File: src/trae_pkg.sv
// Package with the shared types, codes and reset values of the TFTP receive ACK engine.
package trae_pkg;

  localparam int CFG_DATA_W = 32;
  localparam int CFG_IDX_W  = 2;

  localparam logic [CFG_IDX_W-1:0] CFG_BLOCK_SIZE    = 2'd0;
  localparam logic [CFG_IDX_W-1:0] CFG_MAX_FILE_SIZE = 2'd1;
  localparam logic [CFG_IDX_W-1:0] CFG_TIMEOUT_TICKS = 2'd2;
  localparam logic [CFG_IDX_W-1:0] CFG_MAX_RETRIES   = 2'd3;

  localparam logic [15:0] RST_BLOCK_SIZE    = 16'd512;
  localparam logic [31:0] RST_MAX_FILE_SIZE = 32'hFFFF_FFFF;
  localparam logic [7:0]  RST_TIMEOUT_TICKS = 8'd5;
  localparam logic [7:0]  RST_MAX_RETRIES   = 8'd5;

  localparam logic [2:0] REQ_START  = 3'd0;
  localparam logic [2:0] REQ_DATA   = 3'd1;
  localparam logic [2:0] REQ_ACK    = 3'd2;
  localparam logic [2:0] REQ_ERRPKT = 3'd3;
  localparam logic [2:0] REQ_TICK   = 3'd4;

  localparam logic [1:0] ERR_ILLEGAL  = 2'd0;
  localparam logic [1:0] ERR_DISKFULL = 2'd1;
  localparam logic [1:0] ERR_TIMEOUT  = 2'd2;

  localparam logic [7:0] TICK_MAX = 8'd255;

  typedef enum logic [1:0] {
    ST_IDLE = 2'd0,
    ST_XFER = 2'd1,
    ST_DONE = 2'd2,
    ST_ERR  = 2'd3
  } link_state_t;

  typedef struct packed {
    logic [15:0] block_size;
    logic [31:0] max_file_size;
    logic [7:0]  timeout_ticks;
    logic [7:0]  max_retries;
  } trae_cfg_t;

  typedef struct packed {
    logic [2:0]  req_type;
    logic [15:0] block_num;
    logic [15:0] payload_len;
    logic [31:0] tsize;
  } trae_item_t;

  typedef struct packed {
    link_state_t link_state;
    logic [15:0] last_block;
    logic [31:0] byte_total;
    logic [31:0] size_limit_adv;
    logic [7:0]  retry_count;
    logic [7:0]  idle_ticks;
    logic        waiting;
  } trae_state_t;

  typedef struct packed {
    logic        send_ack;
    logic [15:0] ack_block;
    logic        send_error;
    logic [1:0]  error_kind;
    logic [1:0]  conn_state;
    logic [31:0] bytes_received;
  } trae_result_t;

endpackage

File: src/trae_step.sv
// Combinational step logic: next connection state and the result for one item.
module trae_step (
  input  trae_pkg::trae_cfg_t    cfg,
  input  trae_pkg::trae_state_t  st,
  input  trae_pkg::trae_item_t   item,
  output trae_pkg::trae_state_t  st_nxt,
  output trae_pkg::trae_result_t res
);

  logic                  start_bad;
  logic                  data_dup;
  logic                  data_ooo;
  logic [32:0]           sum;
  logic                  over;
  logic                  short_blk;
  logic [7:0]            tick_inc;
  logic                  tick_fire;
  logic                  retry_exh;
  logic                  tick_act;
  trae_pkg::link_state_t link_state_nxt;
  trae_pkg::trae_state_t body;
  logic                  ack;
  logic [15:0]           ack_blk;
  logic                  err;
  logic [1:0]            err_kind;

  assign start_bad = (item.tsize != 32'd0) && (item.tsize > cfg.max_file_size);
  assign data_dup  = item.block_num <= st.last_block;
  assign data_ooo  = {1'b0, item.block_num} != ({1'b0, st.last_block} + 17'd1);
  assign sum       = {1'b0, st.byte_total} + {17'd0, item.payload_len};
  assign over      = (sum > {1'b0, cfg.max_file_size}) ||
                     ((st.size_limit_adv != 32'd0) && (sum > {1'b0, st.size_limit_adv}));
  assign short_blk = item.payload_len < cfg.block_size;
  assign tick_inc  = (st.idle_ticks == trae_pkg::TICK_MAX) ? trae_pkg::TICK_MAX
                                                           : st.idle_ticks + 8'd1;
  assign tick_fire = !(tick_inc < cfg.timeout_ticks);
  assign retry_exh = st.retry_count >= cfg.max_retries;
  assign tick_act  = (st.link_state == trae_pkg::ST_XFER) && st.waiting;

  always_comb begin
    link_state_nxt = st.link_state;
    unique case (item.req_type)
      trae_pkg::REQ_START: begin
        link_state_nxt = start_bad ? trae_pkg::ST_ERR : trae_pkg::ST_XFER;
      end
      trae_pkg::REQ_DATA: begin
        priority if (st.link_state == trae_pkg::ST_IDLE) begin
          link_state_nxt = trae_pkg::ST_ERR;
        end else if (st.link_state == trae_pkg::ST_XFER && !data_dup && !data_ooo) begin
          if (over) begin
            link_state_nxt = trae_pkg::ST_ERR;
          end else if (short_blk) begin
            link_state_nxt = trae_pkg::ST_DONE;
          end
        end else begin
          link_state_nxt = st.link_state;
        end
      end
      trae_pkg::REQ_ACK: begin
        if (st.link_state == trae_pkg::ST_IDLE || st.link_state == trae_pkg::ST_XFER) begin
          link_state_nxt = trae_pkg::ST_ERR;
        end
      end
      trae_pkg::REQ_ERRPKT: begin
        link_state_nxt = trae_pkg::ST_ERR;
      end
      trae_pkg::REQ_TICK: begin
        if (tick_act && tick_fire && retry_exh) begin
          link_state_nxt = trae_pkg::ST_ERR;
        end
      end
      default: begin
        link_state_nxt = st.link_state;
      end
    endcase
  end

  always_comb begin
    body     = st;
    ack      = 1'b0;
    ack_blk  = 16'd0;
    err      = 1'b0;
    err_kind = trae_pkg::ERR_ILLEGAL;
    unique case (item.req_type)
      trae_pkg::REQ_START: begin
        if (start_bad) begin
          err          = 1'b1;
          err_kind     = trae_pkg::ERR_DISKFULL;
          body.waiting = 1'b0;
        end else begin
          body.last_block     = 16'd0;
          body.byte_total     = 32'd0;
          body.size_limit_adv = item.tsize;
          body.retry_count    = 8'd0;
          body.waiting        = 1'b1;
          body.idle_ticks     = 8'd0;
          ack                 = 1'b1;
        end
      end
      trae_pkg::REQ_DATA: begin
        priority if (st.link_state == trae_pkg::ST_IDLE) begin
          err          = 1'b1;
          body.waiting = 1'b0;
        end else if (st.link_state == trae_pkg::ST_ERR) begin
          ack = 1'b0;
        end else if (data_dup) begin
          ack             = 1'b1;
          ack_blk         = item.block_num;
          body.idle_ticks = 8'd0;
        end else if (st.link_state != trae_pkg::ST_XFER) begin
          ack = 1'b0;
        end else if (data_ooo) begin
          ack             = 1'b1;
          ack_blk         = st.last_block;
          body.idle_ticks = 8'd0;
        end else if (over) begin
          err          = 1'b1;
          err_kind     = trae_pkg::ERR_DISKFULL;
          body.waiting = 1'b0;
        end else begin
          body.last_block  = item.block_num;
          body.byte_total  = sum[31:0];
          body.idle_ticks  = 8'd0;
          body.retry_count = 8'd0;
          body.waiting     = !short_blk;
          ack              = 1'b1;
          ack_blk          = item.block_num;
        end
      end
      trae_pkg::REQ_ACK: begin
        if (st.link_state == trae_pkg::ST_IDLE || st.link_state == trae_pkg::ST_XFER) begin
          err          = 1'b1;
          body.waiting = 1'b0;
        end
      end
      trae_pkg::REQ_ERRPKT: begin
        body.waiting = 1'b0;
      end
      trae_pkg::REQ_TICK: begin
        if (tick_act) begin
          body.idle_ticks = tick_inc;
          if (tick_fire) begin
            if (retry_exh) begin
              err          = 1'b1;
              err_kind     = trae_pkg::ERR_TIMEOUT;
              body.waiting = 1'b0;
            end else begin
              body.retry_count = st.retry_count + 8'd1;
              body.idle_ticks  = 8'd0;
              ack              = 1'b1;
              ack_blk          = st.last_block;
            end
          end
        end
      end
      default: begin
        ack = 1'b0;
      end
    endcase
  end

  always_comb begin
    st_nxt            = body;
    st_nxt.link_state = link_state_nxt;
  end

  assign res.send_ack       = ack;
  assign res.ack_block      = ack_blk;
  assign res.send_error     = err;
  assign res.error_kind     = err_kind;
  assign res.conn_state     = link_state_nxt;
  assign res.bytes_received = st_nxt.byte_total;

endmodule

File: src/trae_out_reg.sv
// Result register that holds one finished item until the receiver takes it.
module trae_out_reg (
  input  logic                   clk,
  input  logic                   rst_n,
  input  logic                   load,
  input  trae_pkg::trae_result_t res_in,
  input  logic                   out_stall,
  output logic                   out_valid,
  output trae_pkg::trae_result_t res_out
);

  logic                   valid_r;
  logic                   valid_nxt;
  trae_pkg::trae_result_t res_r;

  always_comb begin
    priority if (load) begin
      valid_nxt = 1'b1;
    end else if (!out_stall) begin
      valid_nxt = 1'b0;
    end else begin
      valid_nxt = valid_r;
    end
  end

  always_ff @(posedge clk) begin
    if (!rst_n) begin
      valid_r <= 1'b0;
    end else begin
      valid_r <= valid_nxt;
    end
  end

  always_ff @(posedge clk) begin
    if (load) begin
      res_r <= res_in;
    end
  end

  assign out_valid = valid_r;
  assign res_out   = res_r;

endmodule

File: src/tftp_receive_ack_engine_core.sv
// Top level of the TFTP receive ACK engine: input register, state, step logic, result register.
//
// Usage: each input item (start, data header, ack, error packet or tick) enters on the
// in_ channel and produces exactly one result item on the out_ channel, carrying the ACK
// and error decisions, the connection state and the byte count after that item.
// An accepted item is held in the input register, processed by the step logic and
// loaded into the result register, which drives out_valid; a receiver stall can hold it
// in the input register. One item per cycle is sustained while the receiver does not
// stall; the state update with its single 33-bit add and its compares is combinational.
// When the receiver stalls, the result register holds its item and the input register
// holds one more; in_stall rises only when both are full and out_stall is high.
// Configuration writes on the cfg_ port are registered; the user must make them only
// while no item is in flight, and the block itself does not enforce this.
// Reset (rst_n low, synchronous) empties both registers, sets the connection to idle,
// clears the counters and restores the register defaults: block size 512, no file
// size limit, five ticks per timeout and five retries.
module tftp_receive_ack_engine_core (
  input  logic                               clk,
  input  logic                               rst_n,
  input  logic                               in_valid,
  output logic                               in_stall,
  input  logic [2:0]                         in_req_type,
  input  logic [15:0]                        in_block_num,
  input  logic [15:0]                        in_payload_len,
  input  logic [31:0]                        in_tsize,
  output logic                               out_valid,
  input  logic                               out_stall,
  output logic                               out_send_ack,
  output logic [15:0]                        out_ack_block,
  output logic                               out_send_error,
  output logic [1:0]                         out_error_kind,
  output logic [1:0]                         out_conn_state,
  output logic [31:0]                        out_bytes_received,
  input  logic                               cfg_we,
  input  logic [trae_pkg::CFG_IDX_W-1:0]     cfg_index,
  input  logic [trae_pkg::CFG_DATA_W-1:0]    cfg_data
);

  trae_pkg::trae_cfg_t    cfg_r;
  trae_pkg::trae_state_t  st_r;
  trae_pkg::trae_state_t  st_nxt;
  trae_pkg::trae_item_t   item_r;
  logic                   in_valid_r;
  logic                   load_out;
  trae_pkg::trae_result_t res;
  trae_pkg::trae_result_t res_q;

  assign load_out = in_valid_r && (!out_valid || !out_stall);
  assign in_stall = in_valid_r && !load_out;

  always_ff @(posedge clk) begin
    if (!rst_n) begin
      cfg_r.block_size    <= trae_pkg::RST_BLOCK_SIZE;
      cfg_r.max_file_size <= trae_pkg::RST_MAX_FILE_SIZE;
      cfg_r.timeout_ticks <= trae_pkg::RST_TIMEOUT_TICKS;
      cfg_r.max_retries   <= trae_pkg::RST_MAX_RETRIES;
    end else if (cfg_we) begin
      unique case (cfg_index)
        trae_pkg::CFG_BLOCK_SIZE:    cfg_r.block_size    <= cfg_data[15:0];
        trae_pkg::CFG_MAX_FILE_SIZE: cfg_r.max_file_size <= cfg_data[31:0];
        trae_pkg::CFG_TIMEOUT_TICKS: cfg_r.timeout_ticks <= cfg_data[7:0];
        trae_pkg::CFG_MAX_RETRIES:   cfg_r.max_retries   <= cfg_data[7:0];
        default: begin
        end
      endcase
    end
  end

  always_ff @(posedge clk) begin
    if (!rst_n) begin
      in_valid_r <= 1'b0;
    end else if (!in_stall) begin
      in_valid_r <= in_valid;
    end
  end

  always_ff @(posedge clk) begin
    if (in_valid && !in_stall) begin
      item_r.req_type    <= in_req_type;
      item_r.block_num   <= in_block_num;
      item_r.payload_len <= in_payload_len;
      item_r.tsize       <= in_tsize;
    end
  end

  always_ff @(posedge clk) begin
    if (!rst_n) begin
      st_r.link_state     <= trae_pkg::ST_IDLE;
      st_r.last_block     <= 16'd0;
      st_r.byte_total     <= 32'd0;
      st_r.size_limit_adv <= 32'd0;
      st_r.retry_count    <= 8'd0;
      st_r.idle_ticks     <= 8'd0;
      st_r.waiting        <= 1'b0;
    end else if (load_out) begin
      st_r <= st_nxt;
    end
  end

  trae_step u_step (
    .cfg    (cfg_r),
    .st     (st_r),
    .item   (item_r),
    .st_nxt (st_nxt),
    .res    (res)
  );

  trae_out_reg u_out (
    .clk       (clk),
    .rst_n     (rst_n),
    .load      (load_out),
    .res_in    (res),
    .out_stall (out_stall),
    .out_valid (out_valid),
    .res_out   (res_q)
  );

  assign out_send_ack       = res_q.send_ack;
  assign out_ack_block      = res_q.ack_block;
  assign out_send_error     = res_q.send_error;
  assign out_error_kind     = res_q.error_kind;
  assign out_conn_state     = res_q.conn_state;
  assign out_bytes_received = res_q.bytes_received;

endmodule

File: config.mk
export PLATFORM = sky130hd
export DESIGN_NAME = tftp_receive_ack_engine_core
export DESIGN_NICKNAME = d
export VERILOG_FILES = /design/src/trae_pkg.sv /design/src/trae_step.sv /design/src/trae_out_reg.sv /design/src/tftp_receive_ack_engine_core.sv
export SDC_FILE = /design/constraint.sdc
export NUM_CORES = 1
export LEC_CHECK = 0
export BUFFER_PORTS_ARGS = -buffer_cell sky130_fd_sc_hd__buf_4
export CAP_MARGIN = 20
export CORE_MARGIN = 2
export CORE_UTILIZATION = 40
export CTS_CLUSTER_DIAMETER = 60
export DETAILED_ROUTE_END_ITERATION = 6
export PLACE_DENSITY = 0.59
export SLEW_MARGIN = 20
export SYNTH_ARGS = -nofsm -noshare
export SYNTH_HDL_FRONTEND = slang
export SYNTH_HIERARCHICAL = 1
export SYNTH_SLANG_ARGS = --single-unit
File: constraint.sdc
create_clock -name clk -period 5.6 [get_ports clk]
set_clock_uncertainty 0.15 [all_clocks]
set_input_delay 0.28 -clock clk [delete_from_list [all_inputs] [get_ports clk]]
set_output_delay 0.28 -clock clk [all_outputs]
set_load 0.03 [all_outputs]
==> flow_summary.ini, run 1 <==
[status]
status = finished clean

[global_routing]
grt_use_total_pct = 21.8
first_global_vias = 14300
grt_pass1_wl_mm = 77.7
grt_max_degree = 154
grt_remaining_overflow = 0
antenna_found_initial = 0

[floorplanning]
row_count = 76
core_um2 = 43300
die_area_um2 = 45700
io_pins = 162
initial_core_util_pct = 40.7
die_h_um = 214
fp.dieW_um = 214

[clocking]
clk_pin_slew_worst_paths_ps = 60
clkSinkCount = 286
cts_made_buffers = 39
cts_htree_levels = 2
clk_latency_ps = 540
cts-root-buf = clkbuf_16
cts_buffer_depth = 3
cts_tree = yes

[power_and_ir_drop]
ir_drop_uv = 177
power_density_nw_per_um2 = 243
leakagePower_nw = 9.13

[logic_synthesis]
synth-simple-area-share_pct = 17.1
synth-compound-area-share_pct = 13.9
synth.mux.area_fraction_pct = 7.68
yosysSeqAreaShare_pct = 39.4
synth_top_family_by_area = simple AND/OR/NAND/NOR gates
synth.net_count = 2175
synth-adder-area-share_pct = 11.5
yosysTopAreaCell = edfxtp_1
netlist.area_leader.share_pct = 20.6
synth_xor_xnor_area_share_pct = 3.03
ys.warnings.count = 6
synthFlopType = dfxtp_1
synth_area_leaders = edfxtp_1 (21%), dfxtp_1 (19%), ha_1 (11%), mux2i_1 (7.6%), nand2_1 (7.0%)
synth_most_common_cell = nand2_1
async_flop_share_pct = 0
ys_types = 77
syn-mean-instance-area_um2 = 9.24
synthTopCellsByCount = nand2_1 (328), dfxtp_1 (165), ha_1 (161)
syn-cell-area_um2 = 17600
synth_edf_count = 121
ys_seq_elements = 286
synth_cells = 1907

[drt]
drt-total-wl_mm = 50.2
ant_nets = 0
first_pass_iters = 5
wl_per_cell_um = 18.2
avgViaCountPerCell = 5.38
vias = 14800
first_iter_violations = 958
route.detailed.drc = 0

[sta]
tightest_slew_ps = 1090
slew_headroom_pct = 27.1
clock.fmax_ghz = 0.181
min_period_ps = 5540
final_max_slew_viol_count = 0
finalHoldWorstSlack_ps = 117
period_share_pct = 98.9
rsz0062_at_grt = true
setup_viol = 0
hold_viol_final = 0

[placed_design]
portBuffers = 161
post_dp_cell_area_um2 = 19400
place.detailed.hpwl_mm = 36.1
place_congestion = 0.892

[cells_and_area]
multiInputGateArea_um2 = 9640
final_layout_size_suffix_gt1_share_pct = 15.2
design_area_um2 = 21900
area_growth_pct = 24.2
diodes = 0
seq_area_um2 = 6940
fillers = 3929
finalNetCount = 2413

[setup_path]
crit_fanout = 4
crit_path_end_kind = flop
worstSetupStartpointType = flop
critical_path_class = flop to flop
cp.required_ps = 5910
arrival_ps = 5850

[min_path]
hold_class = input port to flop

[job]
cap_violations = 0
[per-layer routing]
layer	track usage [%]	vias up	wire, µm
met5	0	-	0
met4	7.81	0	1460
met3	3.18	89	2630
met2	35.8	426	23200
met1	29.3	7039	23000
li1	-	7289	-
[path summary, 6_finish.rpt]
check              end    startpoint  cells past startpoint  slack [ps]
max reg2reg   st_r[80]    item_r[34]                     23          60
min reg2reg  cfg_r[60]     cfg_r[60]                      2         310
max           st_r[80]    item_r[34]                     23          60
min          cfg_r[19]  cfg_index[0]                      3         120
[repair_timing]
action / in CTS / in global routing
hold endpoints to repair: 133 / 0
pin swaps: 5 / 20
resized for setup: 10 / 32
endpoints found under the setup margin: 118 / 118
buffers inserted: 0 / 7
hold buffers: 101 / 0
[state kept, by name, summed over array words and instances (netlist names)]
| register | cells |
|---|---|
| item_r | 67 |
| st_r | 99 |
| u_out/res_out | 54 |
| u_out/out_valid | 1 |
| in_valid_r | 1 |
| cfg_r | 64 |
[critical path, cell delays in order (launching register included)]
cell      delay, ps
edfxtp_1        480
ha_4            350
o21ai_0         100
o21ai_1         200
nand2_1         110
o211ai_1        310
nand4_1         140
o211ai_1        180
buf_4           180
nand3_1          90
xnor2_1         350
ha_1            210
nand4_1         180
nor4bb_2        370
buf_4           170
nand4_1         130
nand3_1         110
a31oi_1          40
a211o_1         300
or3b_4          400
or3_4           360
o311ai_4        290
nand2_1          90
mux2i_1         160
[cell families (layout without fill, tap and decap cells)]
| family | count (synthesis) | after routing |
|---|---|---|
| compound gates | 358 | 358 |
| xor+xnor | 61 | 61 |
| fa+ha+maj | 162 | 162 |
| buf+inv | 283 | 550 |
| flops | 286 | 286 |
| mux | 135 | 135 |
| simple gates | 622 | 622 |
[report_power, final]
group	switching [W]	internal, W
Clock	0.000979	0.00139
Combinational	0.000348	0.000278
Sequential	0.0000658	0.00225
[stage by stage]
stage,instances,util [%],TNS (ps),total power [W],setup WS (ps)
6_report,2759,50.5,0,0.00531,63.1
5_1_grt,2759,50.5,-975,0.00550,-154
4_1_cts,2752,50.0,0,0.00536,12.2
3_5_place_dp,2581,44.7,-22320,0.00292,-358
3_3_place_gp,2581,44.7,-1850,0.00290,-143
2_1_floorplan,1907,-,0,0.00269,6.45
[placed cells by master, fill, tap and decap left out, drive strengths merged, types with 4 or more instances in the layout]
cell type / synthesis / routed
ha: 161 / 161
a21boi: 4 / 4
nand4: 42 / 42
dfxtp: 165 / 165
clkinv: 0 / 10
a22o: 64 / 64
nand2: 328 / 328
clkbuf: 52 / 50
o21a: 6 / 6
xor2: 23 / 23
nor4: 24 / 24
nand3b: 4 / 4
and3: 9 / 9
nand4b: 30 / 30
or3: 8 / 8
o311ai: 5 / 5
nand3: 40 / 40
nor2b: 29 / 29
nor3: 25 / 25
edfxtp: 121 / 121
mux2i: 134 / 134
a21oi: 63 / 63
a211oi: 10 / 10
inv: 155 / 158
dlygate4sd3: 0 / 101
clkinvlp: 0 / 7
o21ai: 77 / 77
a211o: 6 / 6
and4: 5 / 5
xnor2: 38 / 38
a31oi: 16 / 16
o211ai: 42 / 42
nor2: 53 / 53
nand2b: 12 / 12
buf: 76 / 223
a21o: 30 / 30
[final cells by class]
| type | count | area share (%) |
|---|---|---|
| Inverter | 155 | 2.66 |
| Multi-Input combinational cell | 1338 | 44.1 |
| Clock inverter | 21 | 0.767 |
| Sequential cell | 286 | 31.7 |
| Clock buffer | 49 | 4.82 |
| Timing Repair Buffer | 325 | 12.6 |
| Tap cell | 585 | 3.35 |
Power figures use the tool's default switching activity.
==> run 2, diff against run 1 <==
SYNTH_HIERARCHICAL = not set   (was 1)
==> flow_summary.ini, run 2 <==
[status]
status = finished clean

[setup_path]
rrSetupSlack_ps = 220
arrival_ps = 5530
worstSetupStartpointType = flop
crit_fanout = 3
cp.required_ps = 5740
crit_path_end_kind = flop
critical_path_class = flop to flop

[drt]
avgViaCountPerCell = 5.45
first_pass_iters = 5
route.detailed.drc = 0
wl_per_cell_um = 18.8
ant_nets = 0
vias = 14100
drt-total-wl_mm = 48.7
first_iter_violations = 944

[logic_synthesis]
synth.net_count = 1967
yosysSeqAreaShare_pct = 42.8
ys_types = 91
synthFlopType = dfxtp_1
synth_most_common_cell = nand2_1
syn-cell-area_um2 = 16200
ys_seq_elements = 286
synth_edf_count = 121
syn-mean-instance-area_um2 = 9.54
yosysTopAreaCell = edfxtp_1
netlist.area_leader.share_pct = 22.4
synthTopCellsByCount = nand2_1 (189), dfxtp_1 (165), ha_1 (161)
ys.warnings.count = 0
synth_area_leaders = edfxtp_1 (22%), dfxtp_1 (20%), ha_1 (12%), nand2_1 (4.4%), a21oi_1 (3.5%)
async_flop_share_pct = 0
synth_cells = 1699

[sta]
clock.fmax_ghz = 0.186
worst_slack_ps = 215
hold_viol_final = 0
setup_viol = 0
min_period_ps = 5380
tightest_slew_ps = 1060
finalHoldWorstSlack_ps = 98.6
fin_setup_tns_ps = 0
final_max_slew_viol_count = 0
period_share_pct = 96.2
slew_headroom_pct = 29.6

[placed_design]
place.detailed.hpwl_mm = 35.6
portBuffers = 161
place_congestion = 0.894
dp_slack_ps = -113

[floorplanning]
initial_core_util_pct = 40.7
fp.dieW_um = 205
io_pins = 162
die_h_um = 205
die_area_um2 = 42200
core_um2 = 39800
row_count = 73

[power_and_ir_drop]
ir_drop_uv = 274
finalPower_w = 0.00550
power_density_nw_per_um2 = 260
leakagePower_nw = 9.05

[clocking]
cts_made_buffers = 39
clkSinkCount = 286
cts_htree_levels = 2
cts-root-buf = clkbuf_16
cts_tree = yes
clk_latency_ps = 560
cts_buffer_depth = 3
clk_pin_slew_worst_paths_ps = 60

[cells_and_area]
largest_registers = st_r x99, item_r x67, cfg_r x64
finalNetCount = 2303
final_common_cell = buf_4
final_layout_size_suffix_gt1_share_pct = 17.7
diodes = 0
largest_reg_flops = 99
area_growth_pct = 30.6
final_cell_mix = buf_4 (250), nand2_1 (188), dfxtp_1 (165)
top_register = st_r
fin_util_pct = 53.1

[global_routing]
grt_remaining_overflow = 0
grt_pass1_wl_mm = 75.6
grt_max_degree = 68
first_global_vias = 13800
antenna_found_initial = 0
grt_use_total_pct = 23.1

[job]
cap_violations = 0

[min_path]
hold_class = input port to flop
==> run 2: cell count changes after synthesis, sizes merged, moves of 13 or more <==
| cell | before | now |
|---|---|---|
| nand2 | 328 | 190 |
| mux2i | 134 | 36 |
| a21oi | 63 | 113 |
| buf | 76 | 28 |
| nor2 | 53 | 87 |
| inv | 155 | 138 |
| nor2b | 29 | 13 |
| nand4b | 30 | 16 |
| a22o | 64 | 51 |
==> run 2: per-layer routing <==
| metal | GRT usage (%) | part of all wire (%) | vias to the layer above |
|---|---|---|---|
| met5 | 0 | 0 | - |
| met4 | 6.83 | 2.5 | 0 |
| met3 | 3.69 | 5.3 | 73 |
| met2 | 39.2 | 48 | 403 |
| met1 | 30.1 | 44 | 6699 |
| li1 | - | - | 6935 |
==> run 2: where the power goes <==
group,switching (W),internal (W),leakage [nW]
registers,0.0000557,0.00225,2.50
logic,0.000325,0.000266,5.91
clock network,0.000965,0.00164,0.640
total,0.00135,0.00415,9.05
==> run 2: logic make-up after synthesis <==
kind of cell,Yosys count,synth area share [%]
simple gates,526,16.6
compound gates,425,17.6
flops,286,42.8
buf+inv,214,5.40
fa+ha+maj,162,12.6
xor+xnor,49,2.69
mux,37,2.32
==> run 2: cell type report <==
class	instances	area (µm²)
clock buffer	56	1090
tap	525	657
fill	3649	18700
timing repair buffer	371	3160
sequential	286	6940
inverter	138	518
clock inverter	16	258
multi-input combinational	1199	8540
==> run 2: worst paths after layout <==
| path | startpoint | end | cells after the start |
|---|---|---|---|
| max | item_r[40] | u_out.res_out[36] | 23 |
| min | rst_n | cfg_r[0] | 2 |
| max reg2reg | item_r[40] | u_out.res_out[36] | 23 |
| min reg2reg | cfg_r[5] | cfg_r[5] | 2 |
==> run 2: metrics by stage <==
step	cells	area (µm²)
floorplan	1699	16200
global placement	2400	18500
detailed placement	2400	18500
CTS	2590	21100
global route	2591	21200
finish	2591	21200
==> run 2: critical path, cell delays in order (launching register included) <==
cell	delay (ps)
edfxtp_1	390
ha_1	300
a21o_1	180
a21o_1	210
a2111oi_4	340
buf_4	160
nor4_1	50
o31a_1	280
buf_4	150
o21a_4	200
nand2_1	120
xnor2_2	160
ha_1	300
nand4_1	150
nor3_2	70
buf_4	140
a221oi_2	230
o211ai_1	130
o21ai_1	160
buf_4	150
o211ai_1	230
a41o_1	310
and2_1	180
or3_1	360
==> run 2: timing repair <==
item	4_1_cts	5_1_grt
setup endpoints to repair	89	116
hold buffers	114	0
pin swaps	2	5
gates cloned	0	0
buffers inserted	4	1
endpoints found under the hold margin	133	0
resized for setup	6	16
==> run 3, diff against run 2 <==
PLACE_DENSITY = 0.68   (was 0.59)
==> flow_summary.ini, run 3 (same netlist as run 2, synthesis figures left out) <==
[floorplanning]
io_pins = 162
initial_core_util_pct = 40.7
fp.dieW_um = 205
die_h_um = 205
core_um2 = 39800
row_count = 73
die_area_um2 = 42200

[power_and_ir_drop]
power_density_nw_per_um2 = 255
ir_drop_uv = 224
finalPower_w = 0.00530
leakagePower_nw = 8.93

[setup_path]
worstSetupStartpointType = flop
slowest_stage = edfxtp_1
cp_num_buf_inv = 4
critPathMostFrequentCell = buf_4
cp.required_ps = 5740
critPathTopFamily = compound AO/OA/AOI/OAI gates
critical_path_class = flop to flop
worst-path-stages = 23
rr_worst_depth = 23
crit_fanout = 6
path_cells = ha_1 -> a21o_1 -> a21o_1 -> a2111oi_2 -> buf_4 -> nor4_1 -> o31a_1 -> buf_4 -> o21a_1 -> buf_4 -> nand3_1 -> nand2_2 -> ha_1 -> a21o_1 -> a211o_1 -> a221oi_2 -> o211ai_1 -> o21ai_1 -> buf_4 -> o211ai_1 -> a41o_1 -> and2_1 -> or3_1
arrival_ps = 5540
cpPeakStageDelay_ps = 390
crit_path_end_kind = flop

[clocking]
cts-root-buf = clkbuf_16
cts_tree = yes
clkSinkCount = 286
clk_latency_ps = 550
cts_made_buffers = 37
clk_pin_slew_worst_paths_ps = 60
cts_buffer_depth = 3
cts_htree_levels = 2

[drt]
route.detailed.drc = 0
first_pass_iters = 5
vias = 14100
ant_nets = 0
drt-total-wl_mm = 48.1
wl_per_cell_um = 18.8
first_iter_violations = 1055
avgViaCountPerCell = 5.51

[cells_and_area]
largest_registers = st_r x99, item_r x67, cfg_r x64
area_growth_pct = 28.6
largest_reg_flops = 99
final_cell_count_no_fill = 2561
final_common_cell = buf_4
fin_util_pct = 52.3
diodes = 0
final_cell_mix = buf_4 (239), nand2_1 (188), dfxtp_1 (165)
top_register = st_r
finalNetCount = 2276
fillers = 3667
final_layout_size_suffix_gt1_share_pct = 17.6

[min_path]
hold_depth = 4
hold_class = input port to flop

[global_routing]
grt_pass1_wl_mm = 74.7
grt_remaining_overflow = 0
first_global_vias = 13700
grt_max_degree = 65
antenna_found_initial = 0
grt_use_total_pct = 22.6

[sta]
setup_viol = 0
final_max_slew_viol_count = 0
clock.fmax_ghz = 0.185
hold_viol_final = 0
period_share_pct = 96.5
rsz0062_at_grt = false
slew_headroom_pct = 30.0
tightest_slew_ps = 1050
min_period_ps = 5400

[placed_design]
place_congestion = 0.928
place_inst = 2388
place.detailed.hpwl_mm = 35.5
portBuffers = 161

[job]
cap_violations = 0

[status]
status = finished clean
==> run 3: stage by stage <==
step	area [µm²]	hold WS, ps	setup TNS [ps]	setup WS, ps
after floorplan	16200	229	0	281
after global placement	18400	294	0	19.9
after detailed placement	18400	298	-2340	-102
after CTS	20700	16.6	0	26.8
after global routing	20800	66.5	0	1.08
final	20800	39.2	0	198
==> run 3: per-layer routing <==
layer	GRT usage, %	share of wire, %	vias up
met5	0	0	-
met4	9.71	3.9	0
met3	2.60	5.8	98
met2	37.2	46	455
met1	30.1	45	6677
li1	-	-	6890
==> run 3: final timing paths <==
kind | from | endpoint | slack, ps
setup / recovery | item_r[40] | u_out.res_out[36] | 200
hold / removal | cfg_index[0] | cfg_r[12] | 40
setup reg to reg | item_r[40] | u_out.res_out[36] | 200
hold reg to reg | cfg_r[15] | cfg_r[15] | 300
==> run 3: tightest hold or removal path: cells and delay by family <==
family	cells	cell delay, ps
buffers and inverters	1	120
AND/OR/NAND/NOR	2	240
AO/OA/AOI/OAI	1	50
==> run 3: area by class of cell <==
cell class	count	area [µm²]	area share, %
Multi-Input combinational cell	1199	8550	41.0
Sequential cell	286	6940	33.3
Timing Repair Buffer	346	2930	14.0
Clock buffer	50	1110	5.33
Tap cell	525	657	3.15
Inverter	138	518	2.49
Clock inverter	17	139	0.666
==> run 3: timing repair <==
action / in CTS / in global routing
setup buffers: 2 / 2
pin swaps: 1 / 12
hold buffers: 101 / 0
gates resized for setup: 5 / 22
endpoints found under the hold margin: 133 / 0
setup endpoints to repair: 55 / 115
==> run 3: power by group <==
part / internal [W] / leakage [nW] / switching (W) / total (W)
sequential: 0.00225 / 2.50 / 0.0000571 / 0.00230
clock: 0.00145 / 0.622 / 0.000966 / 0.00242
combinational: 0.000258 / 5.81 / 0.000322 / 0.000579
total: 0.00396 / 8.93 / 0.00134 / 0.00530
